[config.mk]
export PLATFORM = sky130hd
export DESIGN_NAME = kft_cell
export DESIGN_NICKNAME = d
export VERILOG_FILES = /design/src/rtl/kft_pkg.sv /design/src/rtl/kft_cell.sv
export SDC_FILE = /design/constraint.sdc
export NUM_CORES = 1
export LEC_CHECK = 0
export BUFFER_PORTS_ARGS = -buffer_cell sky130_fd_sc_hd__buf_4
export CAP_MARGIN = 20
export CORE_MARGIN = 1
export CORE_UTILIZATION = 44
export CTS_BUF_LIST = sky130_fd_sc_hd__clkbuf_8
export DETAILED_ROUTE_END_ITERATION = 10
export PLACE_DENSITY_LB_ADDON = 0.15
export RECOVER_POWER = 100
export SETUP_SLACK_MARGIN = 0.4
export SYNTH_ARGS = -nofsm -noshare
export SYNTH_HDL_FRONTEND = slang
export SYNTH_SLANG_ARGS = --single-unit
[constraint.sdc]
create_clock -name clk -period 4.25 [get_ports clk]
set_input_delay 0.425 -clock clk [delete_from_list [all_inputs] [get_ports clk]]
set_output_delay 0.425 -clock clk [all_outputs]
set_load 0.01 [all_outputs]
[src/rtl/kft_pkg.sv]
// Shared types and codes for the keyframe track sampler.
package kft_pkg;

    typedef enum logic [1:0] {
        MODE_ADD    = 2'd0,
        MODE_REMOVE = 2'd1,
        MODE_SAMPLE = 2'd2,
        MODE_NONE   = 2'd3
    } mode_t;

    typedef enum logic [1:0] {
        KIND_FIXED = 2'd0,
        KIND_INT   = 2'd1,
        KIND_BOOL  = 2'd2,
        KIND_COLOR = 2'd3
    } kind_t;

    typedef enum logic [1:0] {
        STAT_OK   = 2'd0,
        STAT_FULL = 2'd1,
        STAT_MISS = 2'd2,
        STAT_RSVD = 2'd3
    } status_t;

    typedef enum logic [1:0] {
        CH_HOLD   = 2'd0,
        CH_INSERT = 2'd1,
        CH_UPDATE = 2'd2,
        CH_DELETE = 2'd3
    } chain_op_t;

    typedef enum logic [3:0] {
        ST_IDLE,
        ST_EDIT,
        ST_PICK,
        ST_SETUP,
        ST_MULA,
        ST_MULB,
        ST_SUM,
        ST_CHK,
        ST_DIV,
        ST_DONE
    } state_t;

    localparam logic CFG_KIND = 1'b0;
    localparam logic CFG_LEN  = 1'b1;

    localparam int NUM_W = 55;
    localparam int DIV_W = 18;

endpackage

[src/rtl/kft_cell.sv]
// One key slot of the sorted key chain: holds a position and a value.
module kft_cell #(
    parameter int IDX = 0,
    parameter int CW  = 7
) (
    input  logic              clk,
    input  kft_pkg::chain_op_t op,
    input  logic [15:0]       frame,
    input  logic [31:0]       value,
    input  logic [CW-1:0]     count,
    input  logic [15:0]       prev_pos,
    input  logic [31:0]       prev_val,
    input  logic              prev_lt,
    input  logic [15:0]       next_pos,
    input  logic [31:0]       next_val,
    output logic [15:0]       pos,
    output logic [31:0]       val,
    output logic              valid,
    output logic              lt,
    output logic              le,
    output logic              eq
);

    logic [15:0] pos_reg;
    logic [31:0] val_reg;

    // compare own key against the item frame
    assign valid = count > CW'(IDX);
    assign lt    = valid && (pos_reg < frame);
    assign le    = valid && (pos_reg <= frame);
    assign eq    = valid && (pos_reg == frame);
    assign pos   = pos_reg;
    assign val   = val_reg;

    // shift, insert or overwrite
    always_ff @(posedge clk)
    begin
        unique case (op)
            kft_pkg::CH_INSERT:
            begin
                if (!lt)
                begin
                    if (prev_lt)
                    begin
                        pos_reg <= frame;
                        val_reg <= value;
                    end
                    else
                    begin
                        pos_reg <= prev_pos;
                        val_reg <= prev_val;
                    end
                end
            end
            kft_pkg::CH_DELETE:
            begin
                if (!lt)
                begin
                    pos_reg <= next_pos;
                    val_reg <= next_val;
                end
            end
            kft_pkg::CH_UPDATE:
            begin
                if (eq)
                begin
                    val_reg <= value;
                end
            end
            default:
            begin
                pos_reg <= pos_reg;
            end
        endcase
    end

endmodule

==> impl_metrics.yaml <==
logic_synthesis:
  netlist_top_cells_area: "edfxtp_1 44%, mux2i_1 15%, a211oi_1 7.4%"
  ys_warn_count: 0
  yosysTopAreaCellShare: 0.4444
  synthCells: 317
  syn-cell-area_mm2: 0.003243
  synth_edf_count: 48
  synth_nets: 488
  yosysTopAreaCell: "edfxtp_1"
  synthFlopType: "edfxtp_1"
  ys_top_cells_by_count: "48 x edfxtp_1, 47 x mux2i_1, 37 x a21oi_1"
  syn_area_per_cell_um2: 10.23
  synth.most_common_cell: "edfxtp_1"
  ys_seq_elements: 48
  synth.distinct_cells: 25
  synthArstFlopShare: 0
  synth-seq-area-share: 0.4444
cts:
  clock_path_buffers: 2
  cts.sinks: 48
  tritoncts: "yes"
  cts-htree-levels: 2
  ctsHoldBuffers: 0
  clk_pin_slew_ns: 0.08
  cts-root-buf: "clkbuf_8"
  cts_buffers: 5
  ctsResizeCount: 0
  worst_skew_pair.late_latency_ns: 0.29
  cts_setup_buffers: 0
detailed_routing:
  drtPass1Iterations: 4
  vias_per_cell: 5.141
  post_drt_wl_per_cell_um: 14.78
  drc_errors: 0
  ant_nets: 0
  num_vias: 3105
  drtIter0Drc: 118
  drt-total-wl_mm: 8.926
place:
  place_area_mm2: 0.004830
  hpwl_mm: 7.082
  place.gp.congestion: 0.8685
  port_buffers: 206
die:
  num_io_pins: 207
  design.core.area_mm2: 0.006944
  num_rows: 30
  start_util: 0.4670
  dieArea_mm2: 0.007718
  die_w_um: 87.85
  chipHeight_um: 87.85
finish:
  syn_to_final_growth_pct: 44.52
  final_nets: 678
  largest_register_ff_count: 32
  drive_gt1_frac: 0.3228
  diodes: 0
  postLayoutCellArea_mm2: 0.004687
  fin_util: 0.6750
sta:
  period_minus_slack_ns: 3.098
  max_slew_margin: -0.1034
  skew_ns: 0.006736
  fmax_ghz: 0.3228
  hold_viol: 0
  worstMarginPinSlew_ns: 1.655
  setup_viol: 0
  finalSetupTns_ns: 0
  rsz0062_at_grt: "false"
  holdWs_ns: 0.4132
  maxSlewViolCount: 113
  finalCritPeriodShare: 0.7289
worst_setup_path:
  crit_fanout: 32
  cpMaxStageDelayCell: "o2bb2ai_2"
  slowest_delay_ns: 1.23
  startpoint: "pos[14]$_DFFE_PP_"
  crit_path_end_kind: "flip-flop"
  worst-path-buf-inv: 0
  regToRegSetupSlack_ns: 1.15
  crit_path_cell_trace: "ha_1, nand4_1, nor4_1, nand2_1, o2bb2ai_2"
  regToRegStartpoint: "pos[14]$_DFFE_PP_"
  worstSetupPathType: "reg2reg"
  crit_family: "compound AO/OA/AOI/OAI gates"
  cp.arrival_ns: 2.99
  cp.required_ns: 4.14
  start_kind: "flip-flop"
power:
  power.density_mw_per_mm2: 248.1
  ir_drop_mv: 0.1421
  total_power_mw: 1.163
  static-leakage-power_nw: 2.078
hold_path:
  hp-class: "in2reg"
  min_from: "next_pos[9]"
grt:
  grt_antenna_before_repair: 0
  track_usage: 0.2225
  grt_max_degree: 80
  grt_pass1_wl_mm: 13.11
  globalRouteOverflowTotal: 0
  grt_pass1_vias: 2892
run_status:
  status: "finished, violations left"
  failed_checks: "max-capacitance violations, max-slew violations"
flow_run:
  cap_violations: 2
-- layout make-up --
cell class | instances | area [um^2]
Clock buffer | 5 | 68.82
Clock inverter | 3 | 11.26
Fill cell | 613 | 2257
Inverter | 21 | 78.83
Multi-Input combinational cell | 224 | 1603
Sequential cell | 48 | 1441
Tap cell | 96 | 120.1
Timing Repair Buffer | 207 | 1364
-- stage by stage --
stage	worst slack (ns)	std cells
2_1_floorplan	0.9242	317
3_3_place_gp	1.570	596
3_5_place_dp	1.440	596
4_1_cts	1.571	604
5_1_grt	0.8447	604
6_report	1.152	604
-- where the power goes --
group / leakage, nW / total [mW] / internal, mW / switching, mW
clock: 0.0482 / 0.249 / 0.110 / 0.139
combinational: 1.58 / 0.334 / 0.172 / 0.162
sequential: 0.445 / 0.580 / 0.569 / 0.0109
-- kinds of logic after synthesis --
| group | synth area share |
|---|---|
| AO/OA/AOI/OAI | 0.1740 |
| flip-flops | 0.4444 |
| buffers and inverters | 0.05710 |
| multiplexers | 0.1451 |
| AND/OR/NAND/NOR | 0.1177 |
| adder cells (fa/ha/maj) | 0.06173 |
-- worst paths after layout --
path | endpoint | cells past startpoint
worst max-delay path | val[7]$_DFFE_PP_ | 5
worst min-delay path | pos[9]$_DFFE_PP_ | 3
worst max register to register | val[7]$_DFFE_PP_ | 5
worst min register to register | val[18]$_DFFE_PP_ | 5
-- worst min-delay path: cells and delay by family --
| kind | cells | cell delay, ns |
|---|---|---|
| compound gates | 1 | 0.06 |
| buf+inv | 1 | 0.07 |
| simple gates | 1 | 0.03 |
-- cells in the final DEF (no fill, tap or decap), types with 2 or more instances in the layout --
| cell type | count |
|---|---|
| a211oi_1 | 32 |
| nor2b_1 | 31 |
| nand2_1 | 23 |
| nor3_1 | 2 |
| edfxtp_1 | 48 |
| nand4_1 | 2 |
| nor2_1 | 2 |
| nor4_1 | 2 |
| a21oi_1 | 37 |
| nand2b_1 | 2 |
| inv_1 | 23 |
| buf_4 | 156 |
| clkbuf_8 | 5 |
| ha_1 | 16 |
| clkbuf_1 | 50 |
| o21ai_0 | 20 |
| mux2i_1 | 47 |
-- per-layer routing --
metal / GRT usage / routed length (um) / vias up
li1: - / - / 1554
met1: 0.2275 / 3327 / 1415
met2: 0.4419 / 4803 / 126
met3: 0.05372 / 635 / 10
met4: 0.06408 / 159 / 0
met5: 0 / 0 / -
Power figures use the tool's default switching activity.
