==> src/rtl/kft_div.sv <==
// Restoring unsigned divider, one quotient bit per cycle.
module kft_div #(
    parameter int NW = 55,
    parameter int DW = 18
) (
    input  logic          clk,
    input  logic          rst_n,
    input  logic          start,
    input  logic [NW-1:0] dividend,
    input  logic [DW-1:0] divisor,
    output logic [NW-1:0] quotient,
    output logic          done
);

    localparam int CNTW = $clog2(NW + 1);

    logic [NW-1:0]   quo_reg;
    logic [DW-1:0]   rem_reg;
    logic [DW-1:0]   dvs_reg;
    logic [CNTW-1:0] cnt_reg;
    logic            busy_reg;
    logic            done_reg;
    logic [DW:0]     rem_sh;
    logic            fits;

    // trial subtract of the shifted remainder
    assign rem_sh   = {rem_reg, quo_reg[NW-1]};
    assign fits     = rem_sh >= {1'b0, dvs_reg};
    assign quotient = quo_reg;
    assign done     = done_reg;

    // control
    always_ff @(posedge clk or negedge rst_n)
    begin
        if (!rst_n)
        begin
            busy_reg <= 1'b0;
            done_reg <= 1'b0;
            cnt_reg  <= '0;
        end
        else
        begin
            done_reg <= 1'b0;
            if (start)
            begin
                busy_reg <= 1'b1;
                cnt_reg  <= '0;
            end
            else if (busy_reg)
            begin
                cnt_reg <= cnt_reg + 1'b1;
                if (cnt_reg == CNTW'(NW - 1))
                begin
                    busy_reg <= 1'b0;
                    done_reg <= 1'b1;
                end
            end
        end
    end

    // datapath
    always_ff @(posedge clk)
    begin
        if (start)
        begin
            quo_reg <= dividend;
            rem_reg <= '0;
            dvs_reg <= divisor;
        end
        else if (busy_reg)
        begin
            quo_reg <= {quo_reg[NW-2:0], fits};
            rem_reg <= fits ? DW'(rem_sh - {1'b0, dvs_reg}) : DW'(rem_sh);
        end
    end

endmodule

==> config.mk <==
export PLATFORM = sky130hd
export DESIGN_NAME = kft_div
export DESIGN_NICKNAME = d
export VERILOG_FILES = /design/src/rtl/kft_div.sv
export SDC_FILE = /design/constraint.sdc
export NUM_CORES = 1
export LEC_CHECK = 0
export ABC_AREA = 1
export BUFFER_PORTS_ARGS = -buffer_cell sky130_fd_sc_hd__buf_2
export CORE_UTILIZATION = 42
export CTS_BUF_LIST = sky130_fd_sc_hd__clkbuf_8
export CTS_CLUSTER_SIZE = 10
export DETAILED_ROUTE_END_ITERATION = 10
export PLACE_DENSITY_LB_ADDON = 0.3
export SLEW_MARGIN = 20
export SYNTH_ARGS = -nofsm -noshare
export SYNTH_HDL_FRONTEND = slang
export SYNTH_SLANG_ARGS = --single-unit
==> constraint.sdc <==
create_clock -name clk -period 3.45 [get_ports clk]
set_input_delay 0.345 -clock clk [delete_from_list [all_inputs] [get_ports clk]]
set_output_delay 0.345 -clock clk [all_outputs]
set_load 0.005 [all_outputs]
==> results of run 1 <==
## power by group through the flow
stage / clock network, uW / logic [uW] / registers [uW]
after floorplan: 0 / 1260 / 1590
after global placement: 0 / 1620 / 1610
after detailed placement: 0 / 1650 / 1620
after CTS: 810 / 1660 / 1600
after global routing: 843 / 1890 / 1620
final: 794 / 1670 / 1600
## worst paths after layout
| kind | from | slack, ns | to |
|---|---|---|---|
| hold / removal | divisor[15] | 0.12 | dvs_reg[15] |
| hold reg to reg | rem_reg[17] | 0.48 | rem_reg[17] |
| setup reg to reg | rem_reg[10] | 1.26 | rem_reg[4] |
| setup / recovery | rem_reg[10] | 1.26 | rem_reg[4] |
| min in group asynchronous | rst_n | 0.32 | cnt_reg[3] |
| max in group asynchronous | rst_n | 2.96 | cnt_reg[1] |
## per-layer routing
| layer | vias up | routed length, um | track usage, % |
|---|---|---|---|
| met1 | 2007 | 5670 | 25.5 |
| met3 | 20 | 1020 | 6.30 |
| met5 | - | 0 | 0 |
| li1 | 2332 | - | - |
| met4 | 0 | 199 | 8.48 |
| met2 | 144 | 5650 | 32.6 |
## logic make-up (layout without fill, tap and decap cells)
kind of cell	count (synthesis)	after routing	share of synthesized area, %
AND/OR/NAND/NOR	394	394	30.9
flip-flops	99	99	51.9
buffers and inverters	99	230	7.40
AO/OA/AOI/OAI	36	36	3.63
adder cells (fa/ha/maj)	21	21	5.09
XOR/XNOR	7	7	1.15
## what timing repair did
| action | 4_1_cts | 5_1_grt |
|---|---|---|
| hold endpoints to repair | 8 | 0 |
| setup endpoints to repair | 0 | 0 |
| hold buffers | 1 | 0 |
| gates resized for setup | 0 | 0 |
## cell usage after synthesis, types with 4 or more instances
cell / count
a21oi_1: 14
buf_2: 4
clkbuf_1: 13
dfrtp_1: 8
dfxtp_1: 18
edfxtp_1: 73
ha_1: 20
inv_1: 74
nand2_1: 295
nand2_2: 6
nand3_1: 39
nand3b_1: 12
nor2_1: 31
o21ai_0: 12
o21ai_1: 5
xnor2_1: 6
## critical path: stages, from the launching register on
cell     delay, ns
dfxtp_1       0.36
ha_1          0.37
nand2_1       0.11
nor2_1        0.06
nand4_1       0.10
nor2_1        0.05
nor2_1        0.34
buf_4         0.30
nand2_4       0.16
nand2_1       0.11
nand3_1       0.06
o21ai_0       0.07
## cell usage in the layout, fill, tap and decap left out
cell             n
clkbuf_8         9
dfrtp_1          8
nand4_1          3
buf_4            3
o31ai_1          1
bufinv_16        1
clkinv_1         1
o211ai_1         1
nand3_1         39
o21bai_1         1
o21ai_1          5
inv_2            4
nand3_2          3
inv_8            1
edfxtp_1        73
inv_1           74
nor3_2           1
ha_1            20
xor2_1           1
nor3_1           1
buf_12           1
nor2_1          31
nand2_4          2
a21oi_2          1
dfxtp_1         18
o21ai_0         12
xnor2_1          6
nand2_1        295
fa_1             1
dlygate4sd3_1    1
nand3b_1        12
a21oi_1         14
clkinv_2         2
buf_2          131
or2_2            1
a31oi_1          1
inv_6            2
nand2_2          6
## area by class of cell
type,count,area [um^2]
repair buffers,136,708
clock inverters,7,72.6
fillers,1167,5840
well taps,168,210
inverters,78,293
multi-input cells,458,2160
flip-flops and latches,99,2750
clock buffers,9,124
## metrics by stage
stage / utilization [%] / worst slack [ns]
finish: 52.0 / 1.26
global route: 52.0 / 1.04
CTS: 52.0 / 1.28
detailed placement: 50.3 / 1.32
global placement: 50.3 / 1.37
floorplan: - / 0.838
==> impl_metrics.yaml, run 1 <==
outcome:
  status: "complete, no violations"
cts:
  cts_tree: "done"
  path_clk_slew_ns: 0.10
  cts.sinks: 99
  cts-root-buf: "clkbuf_8"
  clock_latency_ns: 0.40
  cts_setup_buffers: 0
  cts_inserted_buffers: 9
  htree_num_levels: 3
  cts_buffer_depth: 2
drt:
  first_pass_iters: 4
  via_per_inst: 4.72
  drt-initial-drc-count: 224
  drc_errors: 0
  vias: 4503
  wl_per_cell_um: 13.1
  drtAntennaViolNets: 0
  drt_wl_total_mm: 12.5
floorplanning:
  coreArea_mm2: 0.0122
  io_pins: 132
  start_util_pct: 43.7
  die_area_mm2: 0.0131
  die-width_um: 114
  dieHeight_um: 114
  fp-row-count: 40
power:
  total_power_uw: 4060
  p_int_uw: 2460
  pwr-share-seq_pct: 39.4
  p_leak_uw: 0.00332
  p_sw_share_pct: 39.3
  ir_drop_v: 0.000313
  clkPwrFrac_pct: 19.6
  p_switching_uw: 1600
  power_density_mw_per_mm2: 641
  comb_power_share_pct: 41.1
timing:
  min_period_ns: 2.19
  finalSetupViolations: 0
  worstMarginPinSlew_ns: 0.980
  min_period_over_period_pct: 63.4
  finalHoldViolations: 0
  slew_headroom_pct: 34.5
  rsz0062_at_grt: "false"
  fin_hold_ws_ns: 0.117
  setup_tns_ns: 0
  fmax_mhz: 458
  finalClockSkew_ns: 0.0155
  slew_viol_final: 0
yosys:
  syn_area_per_cell_um2: 8.09
  synth_cell_types: 34
  yosys_most_used_dff: "edfxtp_1"
  synth-seq-area-share_pct: 51.9
  synth_largest_area_cell: "edfxtp_1"
  async_flop_share_pct: 8.08
  yosys_warnings: 0
  synth-seq-cells: 99
  synth_area_leaders: "edfxtp_1 (41%), nand2_1 (21%), dfxtp_1 (6.8%)"
  netlist_area_mm2: 0.00531
  synth_top_area_share_pct: 41.3
  synth.net_count: 753
  synth-edff-count: 73
  syn_inst: 656
grt:
  grt_max_degree: 72
  grt_pass1_wl_mm: 20.7
  grt_pass1_vias: 4406
  grt_use_total_pct: 20.3
  grt.overflow.total: 0
  antenna_found_initial: 0
place:
  hpwl_mm: 8.92
  numPortBuffers: 131
  gp_congestion: 0.845
  placed_cells: 938
  placed_area_mm2: 0.00612
layout:
  diodes: 0
  drive_gt1_share_pct: 21.3
  area_delta_synth_final_pct: 19.1
  fin_area_mm2: 0.00632
  nNetsFinal: 879
  largest_reg_flops: 55
  final_cells: 955
setup_path:
  end_kind: "register"
  path_class: "register to register"
  arrival_ns: 2.50
  reg2reg_depth: 11
  critPathLaunchType: "register"
  worstPathRequired_ns: 3.77
  critPathMaxFanout: 17
job:
  drv_cap: 0
min_path:
  worst_hold_path_type: "input pin to register"
  holdPathStages: 1
Note: power is estimated with default switching activity, not from simulation.
==> run 2, diff against run 1 <==
ABC_AREA = 0   (was 1)
clock period = 2.11 ns   (was 3.45 ns; I/O delays follow)
==> run 2 against run 1 <==
The flow now finishes with violations (DRC, setup timing). Flip-flop and latch count unchanged. Worst setup slack worse by 1.6 ns. Core utilization rose by 9.5 points. Critical endpoint is now rem_reg[7]. Largest cell class unchanged. Highest routed layer unchanged.
==> impl_metrics.yaml, run 2 <==
min_path:
  worst_hold_path_type: "input pin to register"
  holdCritStartpoint: "dividend[47]"
job:
  drv_cap: 0
yosys:
  netlist_area_mm2: 0.00506
  synth_area_leaders: "edfxtp_1 (43%), mux2_2 (12%), dfxtp_1 (7.1%)"
  synth-seq-area-share_pct: 54.4
  syn_area_per_cell_um2: 12.1
  synth-seq-cells: 99
  syn_inst: 418
  yosys_most_used_dff: "edfxtp_1"
  synth_top_area_share_pct: 43.3
  yosys_warnings: 0
  synth-edff-count: 73
  synth_largest_area_cell: "edfxtp_1"
  ys_top_cells_by_count: "edfxtp_1 (73), mux2_2 (54), nor2_1 (27), inv_1 (25), nand2_1 (22)"
  synth_cell_types: 58
  async_flop_share_pct: 8.08
  yosysMostFrequentCell: "edfxtp_1"
  synth.net_count: 515
layout:
  regArea_mm2: 0.00275
  drive_gt1_share_pct: 50.9
  area_delta_synth_final_pct: 40.5
  nFillCells: 936
  most-common-layout-cells: "buf_2 (130), buf_4 (78), edfxtp_1 (73)"
  largest_reg_flops: 55
  fin_area_mm2: 0.00711
  layout_commonest_cell: "buf_2"
  diodes: 0
  nNetsFinal: 740
  multiInputGateArea_mm2: 0.00238
drt:
  drc_errors: 5
  drt_wl_total_mm: 12.1
  vias: 4127
  drtAntennaViolNets: 0
  drt-met1-wl_mm: 5.12
  wl_met2_mm: 6.11
  top_layer: "met4"
  met3WireLength_um: 571
  wl_per_cell_um: 15.3
  drt-initial-drc-count: 312
  via_per_inst: 5.22
  first_pass_iters: 7
setup_path:
  path_depth: 8
  reg2reg_depth: 8
  arrival_ns: 2.71
  worstPathRequired_ns: 2.41
  crit_start: "dvs_reg[11]"
  rr_endpoint: "rem_reg[7]"
  crit_buf_inv: 1
  cp_slowest_stage_delay_ns: 0.41
  slowest_stage: "or3b_1"
  critPathMaxFanout: 6
  path_cells: "inv_2, ha_4, and4_4, o211ai_1, a311o_1, a32o_2, or3b_1, a311oi_2"
  path_class: "register to register"
  path_delay_family: "compound AO/OA/AOI/OAI gates"
  critPathLaunchType: "register"
  ff2ff_setup_slack_ns: -0.31
  end_kind: "register"
  endpoint: "rem_reg[7]"
  r2r_start: "dvs_reg[11]"
place:
  hpwl_mm: 8.67
  gp_congestion: 0.899
  numPortBuffers: 131
  placed_area_mm2: 0.00648
  pre_cts_ws_ns: -0.377
power:
  p_leak_uw: 0.00316
  pwr-share-seq_pct: 54.7
  power_density_mw_per_mm2: 598
  ir_drop_v: 0.000581
  clkPwrFrac_pct: 27.3
  p_switching_uw: 1120
  p_sw_share_pct: 26.3
  p_int_uw: 3140
  comb_power_share_pct: 18.0
  total_power_uw: 4260
cts:
  htree_num_levels: 3
  cts_tree: "done"
  path_clk_slew_ns: 0.10
  cts.sinks: 99
  cts-root-buf: "clkbuf_8"
  cts_inserted_buffers: 9
  clock_latency_ns: 0.38
  cts_buffer_depth: 2
floorplanning:
  io_pins: 132
  die-width_um: 112
  coreArea_mm2: 0.0116
  dieHeight_um: 112
  fp-row-count: 39
  start_util_pct: 43.8
  die_area_mm2: 0.0125
grt:
  grt_pass1_vias: 4108
  grt.overflow.total: 0
  antenna_found_initial: 0
  grt_pass1_wl_mm: 19.3
  grt_max_degree: 73
  grt_use_total_pct: 19.5
timing:
  min_period_over_period_pct: 114
  fmax_mhz: 414
  slew_viol_final: 0
  slew_headroom_pct: 73.2
  finalClockSkew_ns: 0.00876
  finalSetupViolations: 19
  worstMarginPinSlew_ns: 0.403
  rsz0062_at_grt: "true"
  setup_tns_ns: -3.71
  finalHoldViolations: 0
  setup_slack_ns: -0.305
  min_period_ns: 2.42
outcome:
  status: "finished with violations"
  failed_checks: "DRC, setup timing"
run 2: cell types whose count changed in the layout (fill, tap and decap cells not counted), sizes merged, moves of 18 or more:
cell	previous run	this run
nand3	42	13
inv	81	29
mux2	0	54
dlygate4sd3	1	19
nand2	303	22
buf	135	214
run 2: power by group through the flow:
stage / combinational, uW / sequential, uW / clock, uW
floorplan: 327 / 2380 / 0
global placement: 668 / 2360 / 0
detailed placement: 680 / 2370 / 0
CTS: 734 / 2330 / 1210
global route: 842 / 2350 / 1250
finish: 768 / 2330 / 1160
run 2: worst register-to-register path: stages (launching register included):
cell      delay (ns)
edfxtp_1        0.35
inv_2           0.05
ha_4            0.27
and4_4          0.23
o211ai_1        0.11
a311o_1         0.33
a32o_2          0.36
or3b_1          0.41
a311oi_2        0.25
run 2: worst min-delay path by stage:
stage | to | slack, ns | cells after the start
6_report | quotient[47] | 0.12 | 2
5_1_grt | quotient[18] | 0.11 | 2
4_1_cts | quotient[0] | 0.10 | 3
3_5_place_dp | cnt_reg[4] | 0.07 | 1
3_3_place_gp | cnt_reg[2] | 0.06 | 1
2_1_floorplan | busy_reg | -0.08 | 0
run 2: kinds of logic after synthesis:
kind of cell	synth area share [%]
mux	13.4
flops	54.4
fa+ha+maj	5.34
compound gates	11.6
simple gates	9.22
xor+xnor	2.42
buf+inv	3.63
run 2: metal layers:
layer | vias to the layer above | track usage (%)
met5 | - | 0
met4 | 0 | 8.20
met3 | 20 | 3.97
met2 | 111 | 33.5
met1 | 1970 | 23.7
li1 | 2026 | -
run 2: area by class of cell:
cell class,instances,area share [%]
Sequential cell,99,38.7
Clock inverter,7,0.809
Tap cell,143,2.52
Inverter,26,1.37
Timing Repair Buffer,233,21.4
Multi-Input combinational cell,274,33.5
Clock buffer,9,1.74
run 2: repair_timing:
| action | 4_1_cts | 5_1_grt |
|---|---|---|
| resized for setup | 19 | 24 |
| hold buffers | 19 | 0 |
| endpoints found under the setup margin | 19 | 19 |
| pin swaps | 16 | 18 |
| hold endpoints to repair | 26 | 0 |
| buffers inserted | 3 | 4 |
| gates cloned | 1 | 0 |
run 2: through the flow:
step	hold slack, ns	instances	utilization [%]
after global routing	0.111	791	61.5
after global placement	0.0570	749	56.0
after CTS	0.104	788	60.4
final	0.124	791	61.5
after detailed placement	0.0651	749	56.0
after floorplan	-0.0846	418	-
